File: config.mk
export PLATFORM = sky130hd
export DESIGN_NAME = allocation_bitmap_first_free_core
export DESIGN_NICKNAME = d
export VERILOG_FILES = /design/src/rtl/abff_pkg.sv /design/src/rtl/abff_front.sv /design/src/rtl/abff_engine.sv /design/src/rtl/allocation_bitmap_first_free_core.sv
export SDC_FILE = /design/constraint.sdc
export NUM_CORES = 2
export LEC_CHECK = 0
export ABC_AREA = 1
export BUFFER_PORTS_ARGS = -buffer_cell sky130_fd_sc_hd__buf_4
export CAP_MARGIN = 20
export CELL_PAD_IN_SITES_DETAIL_PLACEMENT = 0
export CELL_PAD_IN_SITES_GLOBAL_PLACEMENT = 1
export CORE_UTILIZATION = 45
export DETAILED_ROUTE_END_ITERATION = 10
export GPL_ROUTABILITY_DRIVEN = 0
export PLACE_DENSITY = 0.83
export SLEW_MARGIN = 20
export SYNTH_ARGS = -nofsm -noshare
export SYNTH_HDL_FRONTEND = slang
export SYNTH_SLANG_ARGS = --single-unit
File: constraint.sdc
create_clock -name clock -period 6.8 [get_ports clock]
set_input_delay 0.34 -clock clock [delete_from_list [all_inputs] [get_ports clock]]
set_output_delay 0.34 -clock clock [all_outputs]
set_load 0.01 [all_outputs]
File: src/rtl/abff_pkg.sv
// ----------------------------------------------------------------------------
// abff_pkg
// Shared types, constants and encoders for the allocation bitmap block.
// ----------------------------------------------------------------------------
package abff_pkg;

   localparam int MAX_BITS  = 1024;
   localparam int WORD_BITS = 32;
   localparam int ROWS      = MAX_BITS / WORD_BITS;
   localparam int ROW_W     = $clog2(ROWS);
   localparam int BIT_W     = $clog2(WORD_BITS);
   localparam int POS_W     = 10;
   localparam int LEN_W     = 11;
   localparam int OP_W      = 3;
   localparam int QDEPTH    = 2;
   localparam int QPTR_W    = $clog2(QDEPTH);
   localparam int QCNT_W    = $clog2(QDEPTH + 1);

   localparam logic [LEN_W-1:0] LEN_MAX   = LEN_W'(MAX_BITS);
   localparam logic [LEN_W-1:0] LEN_RESET = LEN_W'(1024);

   localparam logic [OP_W-1:0] OP_SET   = 3'd0;
   localparam logic [OP_W-1:0] OP_RESET = 3'd1;
   localparam logic [OP_W-1:0] OP_FLIP  = 3'd2;
   localparam logic [OP_W-1:0] OP_GET   = 3'd3;
   localparam logic [OP_W-1:0] OP_CLEAR = 3'd4;

   typedef enum logic [2:0] {
      K_NOP,
      K_SET,
      K_RESET,
      K_FLIP,
      K_GET,
      K_CLEAR
   } kind_type;

   typedef struct packed {
      logic [OP_W-1:0]  op;
      logic [POS_W-1:0] pos;
   } req_type;

   typedef struct packed {
      logic             bit_value;
      logic             free_found;
      logic [POS_W-1:0] free_index;
   } rsp_type;

   typedef struct packed {
      kind_type         kind;
      logic [ROW_W-1:0] row;
      logic [BIT_W-1:0] bit_sel;
   } qword_type;

   typedef struct packed {
      logic      valid;
      qword_type word;
   } qlink_type;

   // {found, index} of the lowest zero bit
   function automatic logic [BIT_W:0] first_zero_word(input logic [WORD_BITS-1:0] v);
      logic             found;
      logic [BIT_W-1:0] idx;
      found = 1'b0;
      idx   = '0;
      for (int i = WORD_BITS - 1; i >= 0; i--) begin
         if (!v[i]) begin
            found = 1'b1;
            idx   = BIT_W'(i);
         end
      end
      return {found, idx};
   endfunction

   function automatic logic [ROW_W:0] first_zero_row(input logic [ROWS-1:0] v);
      logic             found;
      logic [ROW_W-1:0] idx;
      found = 1'b0;
      idx   = '0;
      for (int i = ROWS - 1; i >= 0; i--) begin
         if (!v[i]) begin
            found = 1'b1;
            idx   = ROW_W'(i);
         end
      end
      return {found, idx};
   endfunction

endpackage

File: src/rtl/abff_front.sv
// ----------------------------------------------------------------------------
// abff_front
// Length register, request classification and a two-word queue to the engine.
// ----------------------------------------------------------------------------
module abff_front (
   input  logic                         clock,
   input  logic                         reset,
   input  logic                         req_valid,
   output logic                         req_stall,
   input  abff_pkg::req_type            req_data,
   input  logic                         csr_valid,
   output logic                         csr_ready,
   input  logic [abff_pkg::LEN_W-1:0]   csr_data,
   output logic [abff_pkg::LEN_W-1:0]   len,
   output abff_pkg::qlink_type          q_out,
   input  logic                         q_pop
);
   import abff_pkg::*;

   logic [LEN_W-1:0]  len_ff;
   qword_type         q_ff [QDEPTH];
   logic [QPTR_W-1:0] wr_ptr_ff, rd_ptr_ff;
   logic [QCNT_W-1:0] cnt_ff;
   logic              push, in_range;
   qword_type         word_in;

   assign csr_ready = 1'b1;
   assign len       = len_ff;
   assign req_stall = (cnt_ff == QCNT_W'(QDEPTH));
   assign push      = req_valid && !req_stall;
   assign in_range  = ({1'b0, req_data.pos} < len_ff);

   always_comb begin
      word_in.row     = req_data.pos[BIT_W +: ROW_W];
      word_in.bit_sel = req_data.pos[BIT_W-1:0];
      case (req_data.op)
         OP_CLEAR: word_in.kind = K_CLEAR;
         OP_SET:   word_in.kind = in_range ? K_SET   : K_NOP;
         OP_RESET: word_in.kind = in_range ? K_RESET : K_NOP;
         OP_FLIP:  word_in.kind = in_range ? K_FLIP  : K_NOP;
         OP_GET:   word_in.kind = in_range ? K_GET   : K_NOP;
         default:  word_in.kind = K_NOP;
      endcase
   end

   assign q_out.valid = (cnt_ff != '0);
   assign q_out.word  = q_ff[rd_ptr_ff];

   always_ff @(posedge clock) begin
      if (reset) begin
         len_ff    <= LEN_RESET;
         wr_ptr_ff <= '0;
         rd_ptr_ff <= '0;
         cnt_ff    <= '0;
      end else begin
         if (csr_valid && csr_ready) begin
            len_ff <= (csr_data > LEN_MAX) ? LEN_MAX : csr_data;
         end
         if (push) begin
            wr_ptr_ff <= wr_ptr_ff + 1'b1;
         end
         if (q_pop) begin
            rd_ptr_ff <= rd_ptr_ff + 1'b1;
         end
         if (push && !q_pop) begin
            cnt_ff <= cnt_ff + 1'b1;
         end else if (!push && q_pop) begin
            cnt_ff <= cnt_ff - 1'b1;
         end
      end
   end

   always_ff @(posedge clock) begin
      if (push) begin
         q_ff[wr_ptr_ff] <= word_in;
      end
   end

endmodule

File: src/rtl/abff_engine.sv
// ----------------------------------------------------------------------------
// abff_engine
// Bitmap store, read-modify-write and two-level first-zero search.
// ----------------------------------------------------------------------------
module abff_engine (
   input  logic                         clock,
   input  logic                         reset,
   input  logic [abff_pkg::LEN_W-1:0]   len,
   input  abff_pkg::qlink_type          q_in,
   output logic                         q_pop,
   output logic                         rsp_valid,
   input  logic                         rsp_stall,
   output abff_pkg::rsp_type            rsp_data
);
   import abff_pkg::*;

   typedef enum logic [1:0] {
      S_IDLE,
      S_MOD,
      S_SEARCH,
      S_FIND
   } state_type;

   state_type            state_ff;
   qword_type            cur_ff;
   logic [ROWS-1:0]      row_valid_ff, full_ff;
   logic [WORD_BITS-1:0] mem [ROWS];
   logic [WORD_BITS-1:0] rd_ff;
   logic                 get_bit_ff, srch_any_ff;
   logic [ROW_W-1:0]     srch_row_ff;
   logic                 rsp_valid_ff;
   rsp_type              rsp_data_ff;

   logic                 mem_we, mem_re, out_free;
   logic [ROW_W-1:0]     mem_ra;
   logic [WORD_BITS-1:0] old_word, new_word, find_word, in_mask;
   logic [ROW_W:0]       row_pick;
   logic [BIT_W:0]       bit_pick;
   logic [LEN_W-BIT_W-1:0] srch_row_ext;

   assign q_pop     = (state_ff == S_IDLE) && q_in.valid;
   assign mem_re    = q_pop || (state_ff == S_SEARCH);
   assign mem_ra    = (state_ff == S_IDLE) ? q_in.word.row : row_pick[ROW_W-1:0];
   assign mem_we    = (state_ff == S_MOD);
   assign out_free  = !rsp_valid_ff || !rsp_stall;
   assign rsp_valid = rsp_valid_ff;
   assign rsp_data  = rsp_data_ff;

   assign old_word = row_valid_ff[cur_ff.row] ? rd_ff : '0;

   always_comb begin
      new_word = old_word;
      case (cur_ff.kind)
         K_SET:   new_word[cur_ff.bit_sel] = 1'b1;
         K_RESET: new_word[cur_ff.bit_sel] = 1'b0;
         K_FLIP:  new_word[cur_ff.bit_sel] = !old_word[cur_ff.bit_sel];
         default: new_word = old_word;
      endcase
   end

   assign row_pick     = first_zero_row(full_ff);
   assign srch_row_ext = (LEN_W-BIT_W)'(srch_row_ff);

   // positions at or above the length read as taken
   always_comb begin
      for (int b = 0; b < WORD_BITS; b++) begin
         if (srch_row_ext < len[LEN_W-1:BIT_W]) begin
            in_mask[b] = 1'b1;
         end else if (srch_row_ext == len[LEN_W-1:BIT_W]) begin
            in_mask[b] = (BIT_W'(b) < len[BIT_W-1:0]);
         end else begin
            in_mask[b] = 1'b0;
         end
      end
   end

   assign find_word = (row_valid_ff[srch_row_ff] ? rd_ff : '0) | ~in_mask;
   assign bit_pick  = first_zero_word(find_word);

   always_ff @(posedge clock) begin
      if (mem_we) begin
         mem[cur_ff.row] <= new_word;
      end
      if (mem_re) begin
         rd_ff <= mem[mem_ra];
      end
   end

   always_ff @(posedge clock) begin
      if (reset) begin
         state_ff     <= S_IDLE;
         row_valid_ff <= '0;
         full_ff      <= '0;
         rsp_valid_ff <= 1'b0;
      end else begin
         if (rsp_valid_ff && !rsp_stall) begin
            rsp_valid_ff <= 1'b0;
         end
         case (state_ff)
            S_IDLE: begin
               if (q_in.valid) begin
                  cur_ff     <= q_in.word;
                  get_bit_ff <= 1'b0;
                  case (q_in.word.kind)
                     K_CLEAR: begin
                        row_valid_ff <= '0;
                        full_ff      <= '0;
                        state_ff     <= S_SEARCH;
                     end
                     K_SET, K_RESET, K_FLIP, K_GET: state_ff <= S_MOD;
                     default: state_ff <= S_SEARCH;
                  endcase
               end
            end
            S_MOD: begin
               row_valid_ff[cur_ff.row] <= 1'b1;
               full_ff[cur_ff.row]      <= &new_word;
               if (cur_ff.kind == K_GET) begin
                  get_bit_ff <= old_word[cur_ff.bit_sel];
               end
               state_ff <= S_SEARCH;
            end
            S_SEARCH: begin
               srch_any_ff <= row_pick[ROW_W];
               srch_row_ff <= row_pick[ROW_W-1:0];
               state_ff    <= S_FIND;
            end
            S_FIND: begin
               if (out_free) begin
                  rsp_valid_ff           <= 1'b1;
                  rsp_data_ff.bit_value  <= get_bit_ff;
                  rsp_data_ff.free_found <= srch_any_ff && bit_pick[BIT_W];
                  rsp_data_ff.free_index <= (srch_any_ff && bit_pick[BIT_W]) ?
                                            POS_W'({srch_row_ff, bit_pick[BIT_W-1:0]}) : '0;
                  state_ff               <= S_IDLE;
               end
            end
            default: state_ff <= S_IDLE;
         endcase
      end
   end

endmodule

File: src/rtl/allocation_bitmap_first_free_core.sv
// ----------------------------------------------------------------------------
// allocation_bitmap_first_free_core
// Allocation bitmap with set, reset, flip, get and clear, reporting the
// lowest free position after every operation.
//
// req_*: one word per operation (op, pos); req_stall is high while the
//        two-word queue in front of the engine is full.
// rsp_*: one word per request (bit_value, free_found, free_index), held in
//        an output register; rsp_stall holds it and, once the engine has
//        its next result ready, the engine waits with it.
// csr_*: write of active_len, taken every cycle; values above 1024 are
//        saturated. Write only while no request is outstanding.
// Flow: set/reset/flip/get in range read the row, write it back, pick
//       the first non-full row and scan that row; clear and ignored
//       requests go straight to the search. The engine pops no new
//       request until its result has gone to the output register.
// Reset: synchronous; all marks read as zero immediately through per-row
//        valid flags, active_len returns to 1024, queue and output empty.
// ----------------------------------------------------------------------------
module allocation_bitmap_first_free_core (
   input  logic                         clock,
   input  logic                         reset,
   input  logic                         req_valid,
   output logic                         req_stall,
   input  abff_pkg::req_type            req_data,
   output logic                         rsp_valid,
   input  logic                         rsp_stall,
   output abff_pkg::rsp_type            rsp_data,
   input  logic                         csr_valid,
   output logic                         csr_ready,
   input  logic [abff_pkg::LEN_W-1:0]   csr_data
);
   import abff_pkg::*;

   logic [LEN_W-1:0] len;
   qlink_type        q_link;
   logic             q_pop;

   abff_front u_front (
      .clock     (clock),
      .reset     (reset),
      .req_valid (req_valid),
      .req_stall (req_stall),
      .req_data  (req_data),
      .csr_valid (csr_valid),
      .csr_ready (csr_ready),
      .csr_data  (csr_data),
      .len       (len),
      .q_out     (q_link),
      .q_pop     (q_pop)
   );

   abff_engine u_engine (
      .clock     (clock),
      .reset     (reset),
      .len       (len),
      .q_in      (q_link),
      .q_pop     (q_pop),
      .rsp_valid (rsp_valid),
      .rsp_stall (rsp_stall),
      .rsp_data  (rsp_data)
   );

endmodule

==> Yosys cells after proc, flatten, opt, wreduce, memory -nomap -nowiden <==
Memories as Yosys holds them, arrays and structs flattened. A register that Yosys moved wholly into a read port is not among the register bits.
Cells that the tools add are included.
{ "totals": {"n_memories": 2, "elab_cells": 336, "regBits": 114, "output_inout_bits": 15, "input_bits": 29, "ram_bits": 1050} }
{ "memory_table": {"columns": ["name", "depth", "word_bits", "read_ports", "rd_clocked_by_memory_dff", "write_ports", "line", "source"], "rows": [
  ["u_engine.mem", 32, 32, 1, 1, 1, "abff_engine.sv:27", "logic [WORD_BITS-1:0] mem [ROWS];"],
  ["u_front.q_ff", 2, 13, 1, 1, 1, "abff_front.sv:21", "qword_type q_ff [QDEPTH];"]
]} }
{ "op_classes": {"order_cmp": 40, "mux": 204, "n_reduce_logical": 35, "bitwise_logic": 7, "add_sub_neg": 4, "n_eq_ne": 22} }
{ "op_table": {"columns": ["cell", "count"], "rows": [
  ["2-to-1 mux 5 bit", 49],
  ["2-to-1 mux 32 bit", 4],
  ["case mux 32 bit (2 select lines)", 2],
  ["2-to-1 mux 1 bit", 115],
  ["OR 32 bit", 3],
  ["case mux 32 bit (3 select lines)", 1],
  ["less-than comparator 5 bit, first input constant", 16],
  ["bitwise mux 32 bit", 2],
  ["inverter 32 bit", 2],
  ["less-than comparator 4 x 5 -> 1 bit, first input constant", 8],
  ["bitwise AND 32 bit", 1],
  ["2-to-1 mux 4 bit", 8],
  ["AND reduction 32 bit", 1],
  ["AND reduction 31 bit", 1],
  ["less-than comparator 3 x 5 -> 1 bit, first input constant", 4],
  ["equality test 3 x 2 -> 1 bit, second input constant", 6],
  ["less-than comparator 5 x 6 -> 1 bit, second input constant", 3],
  ["2-to-1 mux 2 bit", 9],
  ["AND reduction 17 bit", 1],
  ["binary-select mux 1 bit (select 5 bit)", 3],
  ["2-to-1 mux 3 bit", 5],
  ["case mux 3 bit (5 select lines)", 1],
  ["equality test 3 bit, second input constant", 4],
  ["AND reduction 3 bit", 4],
  ["other kinds (31)", 59]
]} }

==> Logic depth before layout (Yosys ltp) <==
{ "depth": {"depth_word": 39, "mapped_depth": 43, "depth_no_buf": 40} }

==> Modules after synthesis <==
A second synthesis with hierarchy kept.
{ "unflattened": {"cells_unflattened": 5559, "hier_area_um2": 54838.8} }
{ "by_module_without_submodules": {"columns": ["module", "seq_area_each_um2", "cells_per_inst", "area_each_um2", "n_inst"], "rows": [
  ["abff_engine", 34012.6, 5378, 52940.8, 1],
  ["abff_front", 1101.1, 181, 1898.1, 1]
]} }

==> Worst setup path after synthesis <==
Ideal clock, no wire load.
{ "synth_path": {"path_kind": "register -> register", "start": "register u_engine.cur_ff[5] (netlist bit)", "end": "memory u_engine.mem[0][26] (data pin)", "t_arrival_ns": 3.830, "path_stages_with_launch": 20, "setup_ns": 0.465, "required_time_ns": 6.335, "slack_ns": 2.505, "path_buffers": 3, "cell_sequence": "edfxtp_1 > nand2_1 > buf_2 > o22ai_1 > o21bai_1 > nand2_1 > nor2_1 > nand2_1 > clkinv_2 > buf_6 > nor2_1 > nand2_1 > nand4_1 > or2_1 > nor3_4 > nand2_2 > buf_6 > a21oi_1 > nand2_1 > a21boi_0"} }
{ "synth_via": {"elab_chain_len": 8} }
{ "synth_rtl": {"columns": ["item", "line", "source"], "rows": [
  ["from (decl)", "abff_engine.sv:25", "qword_type cur_ff;"],
  ["from (signal assigned)", "abff_engine.sv:102", "cur_ff <= q_in.word;"],
  ["binary-select mux 1 bit (select 5 bit) *", "abff_engine.sv:49", "assign old_word = row_valid_ff[cur_ff.row] ? rd_ff : '0;"],
  ["2-to-1 mux 1 bit (not written as such) *", "abff_engine.sv:49", null],
  ["2-to-1 mux 32 bit *", "abff_engine.sv:49", null],
  ["binary-select mux 1 bit (select 5 bit)", "abff_engine.sv:56", "K_FLIP: new_word[cur_ff.bit_sel] = !old_word[cur_ff.bit_sel];"],
  ["2-to-1 mux 1 bit (not written as such)", "abff_engine.sv:56", null],
  ["logical NOT 1 bit", "abff_engine.sv:56", null],
  ["bitwise mux 32 bit", "abff_engine.sv:56", null],
  ["case mux 32 bit (3 select lines) *", "abff_engine.sv:53", "case (cur_ff.kind)"],
  ["via u_engine.new_word[26]", "abff_engine.sv:36", "logic [WORD_BITS-1:0] old_word, new_word, find_word, in_mask;"],
  ["to (decl)", "abff_engine.sv:27", null]
]} }
The timed path passes the listed nets; every way through them passes the cells marked *. The select of a mux whose other input is x is not followed.

==> Worst setup path after layout <==
{ "layout_path": {"start": "register u_engine.cur_ff[5] (netlist bit)", "end": "register u_engine.full_ff[0]"} }
{ "layout_via": {"elab_chain_len": 11} }
{ "layout_rtl": {"columns": ["item", "line", "source"], "rows": [
  ["binary-select mux 1 bit (select 5 bit) *", "abff_engine.sv:49", null],
  ["2-to-1 mux 1 bit (not written as such) *", "abff_engine.sv:49", null],
  ["2-to-1 mux 32 bit *", "abff_engine.sv:49", null],
  ["binary-select mux 1 bit (select 5 bit)", "abff_engine.sv:56", null],
  ["2-to-1 mux 1 bit (not written as such)", "abff_engine.sv:56", null],
  ["logical NOT 1 bit", "abff_engine.sv:56", null],
  ["bitwise mux 32 bit", "abff_engine.sv:56", null],
  ["case mux 32 bit (3 select lines) *", "abff_engine.sv:53", null],
  ["via u_engine.new_word[3]", "abff_engine.sv:36", null],
  ["AND reduction 32 bit *", "abff_engine.sv:117", "full_ff[cur_ff.row] <= &new_word;"],
  ["bitwise mux 32 bit *", "abff_engine.sv:117", null],
  ["case mux 32 bit (2 select lines) *", "abff_engine.sv:99", "case (state_ff)"],
  ["to (signal, indexed assignment)", "abff_engine.sv:117", null],
  ["to (decl)", "abff_engine.sv:26", "logic [ROWS-1:0] row_valid_ff, full_ff;"]
]} }
Marks and branches as above.
A chain may end at the register's enable or synchronous reset.

==> results_dict.tcl <==
set metrics [dict create \
    holdCritStartpoint "csr_data[2]" \
    grt_start_max_net_pins 226 \
    floorplan.die.height_um 351 \
    die-area_um2 123000 \
    ctsResizeCount 0 \
    syn2layout_area_growth_pct 11.5 \
    synth_warnings 0 \
    timing.final.max_slew_violations 0 \
    core_rows 127 \
    hold_viol_final 0 \
    cellLeakagePower_nw 23.7 \
    crit_path_end_kind "flop" \
    worstMarginPinSlew_ns 1.18 \
    fin_skew_ns 0.0245 \
    crit_path_max_fanout 33 \
    total_grt_usage_pct 27.2 \
    viasPerCell 5.70 \
    tns_ns 0 \
    final_layout_size_suffix_gt1_share_pct 7.63 \
    synth_ff_type "sky130_fd_sc_hd__edfxtp_1" \
    seq_cells_post_synth 1197 \
    syn_avg_cell_area_um2 9.81 \
    max_freq_ghz 0.176 \
    tritonroute_pass_1_iters 7 \
    crit_arrival_ns 6.33 \
    place.port_buffers 42 \
    first_global_vias 38300 \
    routed_wire_length_per_instance_um 23.3 \
    detailed_place_hpwl_um 85600 \
    critical_path.startpoint_type "flop" \
    final-setup-viol-count 0 \
    totalWireLength_um 170000 \
    core_region_area_um2 120000 \
    initialDrtViolationCount 5699 \
    cts_inserted_buffers 118 \
    layout_min_cycle_time_ns 5.69 \
    timing.reg2reg.setup_slack_ns 1.11 \
    grt-busiest-layer "met2" \
    tightest_hold_check_type "primary input to flop" \
    initial_core_util_pct 45.6 \
    grtUsageMet3_pct 3.96 \
    grt_use_met2_pct 44.2 \
    mappedNetlistNets 5650 \
    placedCellCount 7031 \
    run_status "complete, no violations" \
    post_synth_edffs 1114 \
    r2r.worst_path.cells 25 \
    antenna_violations_before_repair 1 \
    power.density_nw_per_um2 380 \
    clock_tree_from_tritoncts "yes" \
    crit_required_ns 7.45 \
    worstSkewPairLatency_ns 0.73 \
    remaining_antenna_violation_count_after_routing 0 \
    max_slew_margin_pct 21.3 \
    ir_worst_vdd_mv 0.287 \
    cts_max_path_buffers 3 \
    cap_viol_max_count 0 \
    fillerInstances 10800 \
    cts.sinks 1197 \
    design.portCount 44 \
    hold-path-endpoint "u_front.len[2]" \
    cts-root-buf "sky130_fd_sc_hd__clkbuf_16" \
    layout.cells.most_common_list "sky130_fd_sc_hd__nand2_1 (1422), sky130_fd_sc_hd__edfxtp_1 (1114), sky130_fd_sc_hd__nand3_1 (1093)" \
    timing.final.crit_share_pct 83.6 \
    worst_r2r_endpoint "u_engine.full_ff[0]" \
    leading_cell_type_in_the_layout_fill_and_taps_excluded "sky130_fd_sc_hd__nand2_1" \
    num_vias 41500 \
    synthDistinctLibCells 48 \
    critical_path_class "flop to flop" \
    nNetsFinal 5614 \
    layoutNonFillerInstCount 7275 \
    synthCells 5602 \
    rsz_0062_raised_after_global_routing "false" \
    post_synth_instance_area_um2 54900 \
    clock_tree.htree_level_count 3 \
    timing.rr.start "u_engine.cur_ff[5]" \
    residual_drc 0 \
    die_x_um 351 \
    grt_pass1_wl_um 248000 \
    use_met1_pct 37.1 \
    async_reset_ff_share_pct 0 \
    hold_path_depth 3 \
    grt-ovfl-total 0 \
    ys_seq_area_share_pct 63.9 \
    clk_pin_slew_ns 0.07 \
]
[timing repair]
action,4_1_cts,5_1_grt
hold buffers,27,0
hold endpoints to repair,39,0
setup buffers,0,0
[how the worst max path moves through the flow]
stage,start,end,depth (start not counted)
after detailed placement,u_engine.cur_ff[5],u_engine.full_ff[0],25
after floorplan,u_engine.cur_ff[5],u_engine.mem[0][26],19
after global placement,u_engine.cur_ff[5],u_engine.full_ff[3],25
final,u_engine.cur_ff[5],u_engine.full_ff[0],25
after CTS,u_engine.cur_ff[5],u_engine.full_ff[0],25
after global routing,u_engine.cur_ff[5],u_engine.full_ff[0],25
[critical path, stage by stage, from the launching register on]
cell                       delay, ns
sky130_fd_sc_hd__edfxtp_1       0.43
sky130_fd_sc_hd__nand2_1        0.49
sky130_fd_sc_hd__o22ai_1        0.16
sky130_fd_sc_hd__o21ai_0        0.22
sky130_fd_sc_hd__nand2_1        0.08
sky130_fd_sc_hd__nor2_1         0.10
sky130_fd_sc_hd__nand2_1        0.16
sky130_fd_sc_hd__clkinv_2       0.40
sky130_fd_sc_hd__nor2_1         0.14
sky130_fd_sc_hd__inv_1          0.08
sky130_fd_sc_hd__o22ai_1        0.07
sky130_fd_sc_hd__a221oi_1       0.32
sky130_fd_sc_hd__o21ai_1        0.12
sky130_fd_sc_hd__nor2_1         0.21
sky130_fd_sc_hd__nand2_2        0.38
sky130_fd_sc_hd__nand2_1        0.15
sky130_fd_sc_hd__nand3_1        0.07
sky130_fd_sc_hd__nand3_1        0.08
sky130_fd_sc_hd__and2_1         0.12
sky130_fd_sc_hd__buf_4          0.31
sky130_fd_sc_hd__nand2_1        0.10
sky130_fd_sc_hd__nor2_1         0.18
sky130_fd_sc_hd__nand2_1        0.09
sky130_fd_sc_hd__nor2_2         0.23
sky130_fd_sc_hd__nand3_4        0.53
sky130_fd_sc_hd__a21oi_1        0.33
[synth_stat cells (19+ instances only)]
cell type | number | area share [%]
sky130_fd_sc_hd__a21oi_1 | 104 | 0.95
sky130_fd_sc_hd__buf_1 | 43 | 0.29
sky130_fd_sc_hd__buf_2 | 19 | 0.17
sky130_fd_sc_hd__clkbuf_1 | 257 | 1.8
sky130_fd_sc_hd__dfxtp_1 | 83 | 3.0
sky130_fd_sc_hd__edfxtp_1 | 1114 | 61
sky130_fd_sc_hd__ha_1 | 19 | 0.43
sky130_fd_sc_hd__inv_1 | 691 | 4.7
sky130_fd_sc_hd__nand2_1 | 1427 | 9.7
sky130_fd_sc_hd__nand3_1 | 1094 | 10
sky130_fd_sc_hd__nand3b_1 | 193 | 2.6
sky130_fd_sc_hd__nor2_1 | 254 | 1.7
sky130_fd_sc_hd__o21ai_0 | 112 | 1.0
sky130_fd_sc_hd__o22ai_1 | 27 | 0.31
[cell families after synthesis]
kind of cell	count (synthesis)	share of synthesized area, %
buffers and inverters	1034	7.24
flip-flops	1197	63.9
AND/OR/NAND/NOR	3010	24.6
AO/OA/AOI/OAI	331	3.61
multiplexers	10	0.205
adder cells (fa/ha/maj)	19	0.433
other	1	0.00683
[area by class of cell]
| type | instances | area [µm²] | area share, % |
|---|---|---|---|
| Antenna cell | 1 | 2.50 | 0.00409 |
| Multi-Input combinational cell | 3371 | 16200 | 26.5 |
| Clock buffer | 148 | 3160 | 5.16 |
| Timing Repair Buffer | 174 | 1530 | 2.50 |
| Tap cell | 1612 | 2020 | 3.29 |
| Clock inverter | 68 | 508 | 0.830 |
| Sequential cell | 1197 | 35100 | 57.3 |
| Inverter | 704 | 2660 | 4.34 |
[stage by stage]
| step | hold WS [ns] | setup slack (ns) | util, % | total power [mW] | area, µm² |
|---|---|---|---|---|---|
| 5_1_grt | 0.0320 | 0.730 | 50.8 | 24.3 | 61200 |
| 2_1_floorplan | 0.400 | 2.50 | - | 14.3 | 54900 |
| 3_3_place_gp | 0.439 | 1.34 | 47.5 | 17.0 | 57300 |
| 4_1_cts | 0.00622 | 1.23 | 50.8 | 23.2 | 61200 |
| 3_5_place_dp | 0.449 | 1.25 | 47.6 | 17.0 | 57300 |
| 6_report | 0.0396 | 1.11 | 50.8 | 23.3 | 61200 |
[registers in the layout, summed over array words and instances, names as in the netlist, named ones only]
signal / count
u_engine.full_ff: 32
u_front.rd_ptr_ff: 1
u_engine.srch_any_ff: 1
u_engine.row_valid_ff: 32
u_engine.cur_ff: 13
u_engine.rd_ff: 32
u_front.wr_ptr_ff: 1
u_front.q_ff: 26
u_front.len: 11
u_engine.rsp_data: 12
u_front.cnt_ff: 2
u_engine.mem: 1024
u_engine.state_ff: 2
u_engine.srch_row_ff: 5
u_engine.rsp_valid: 1
u_engine.get_bit_ff: 1
[routing by layer]
metal  share of wire, %  vias to the layer above  routed length [µm]
li1                   -                    18800                   -
met1                 40                    20200               67200
met2                 47                     2169               80200
met3                9.9                      357               16800
met4                3.4                        0                5690
met5                  0                        -                   0
[power by group]
part	switching (mW)	internal (mW)	leakage, nW
clock	2.83	3.44	1.80
sequential	0.156	8.67	10.2
combinational	5.97	2.22	11.7
(Power assumes the default switching activity.)
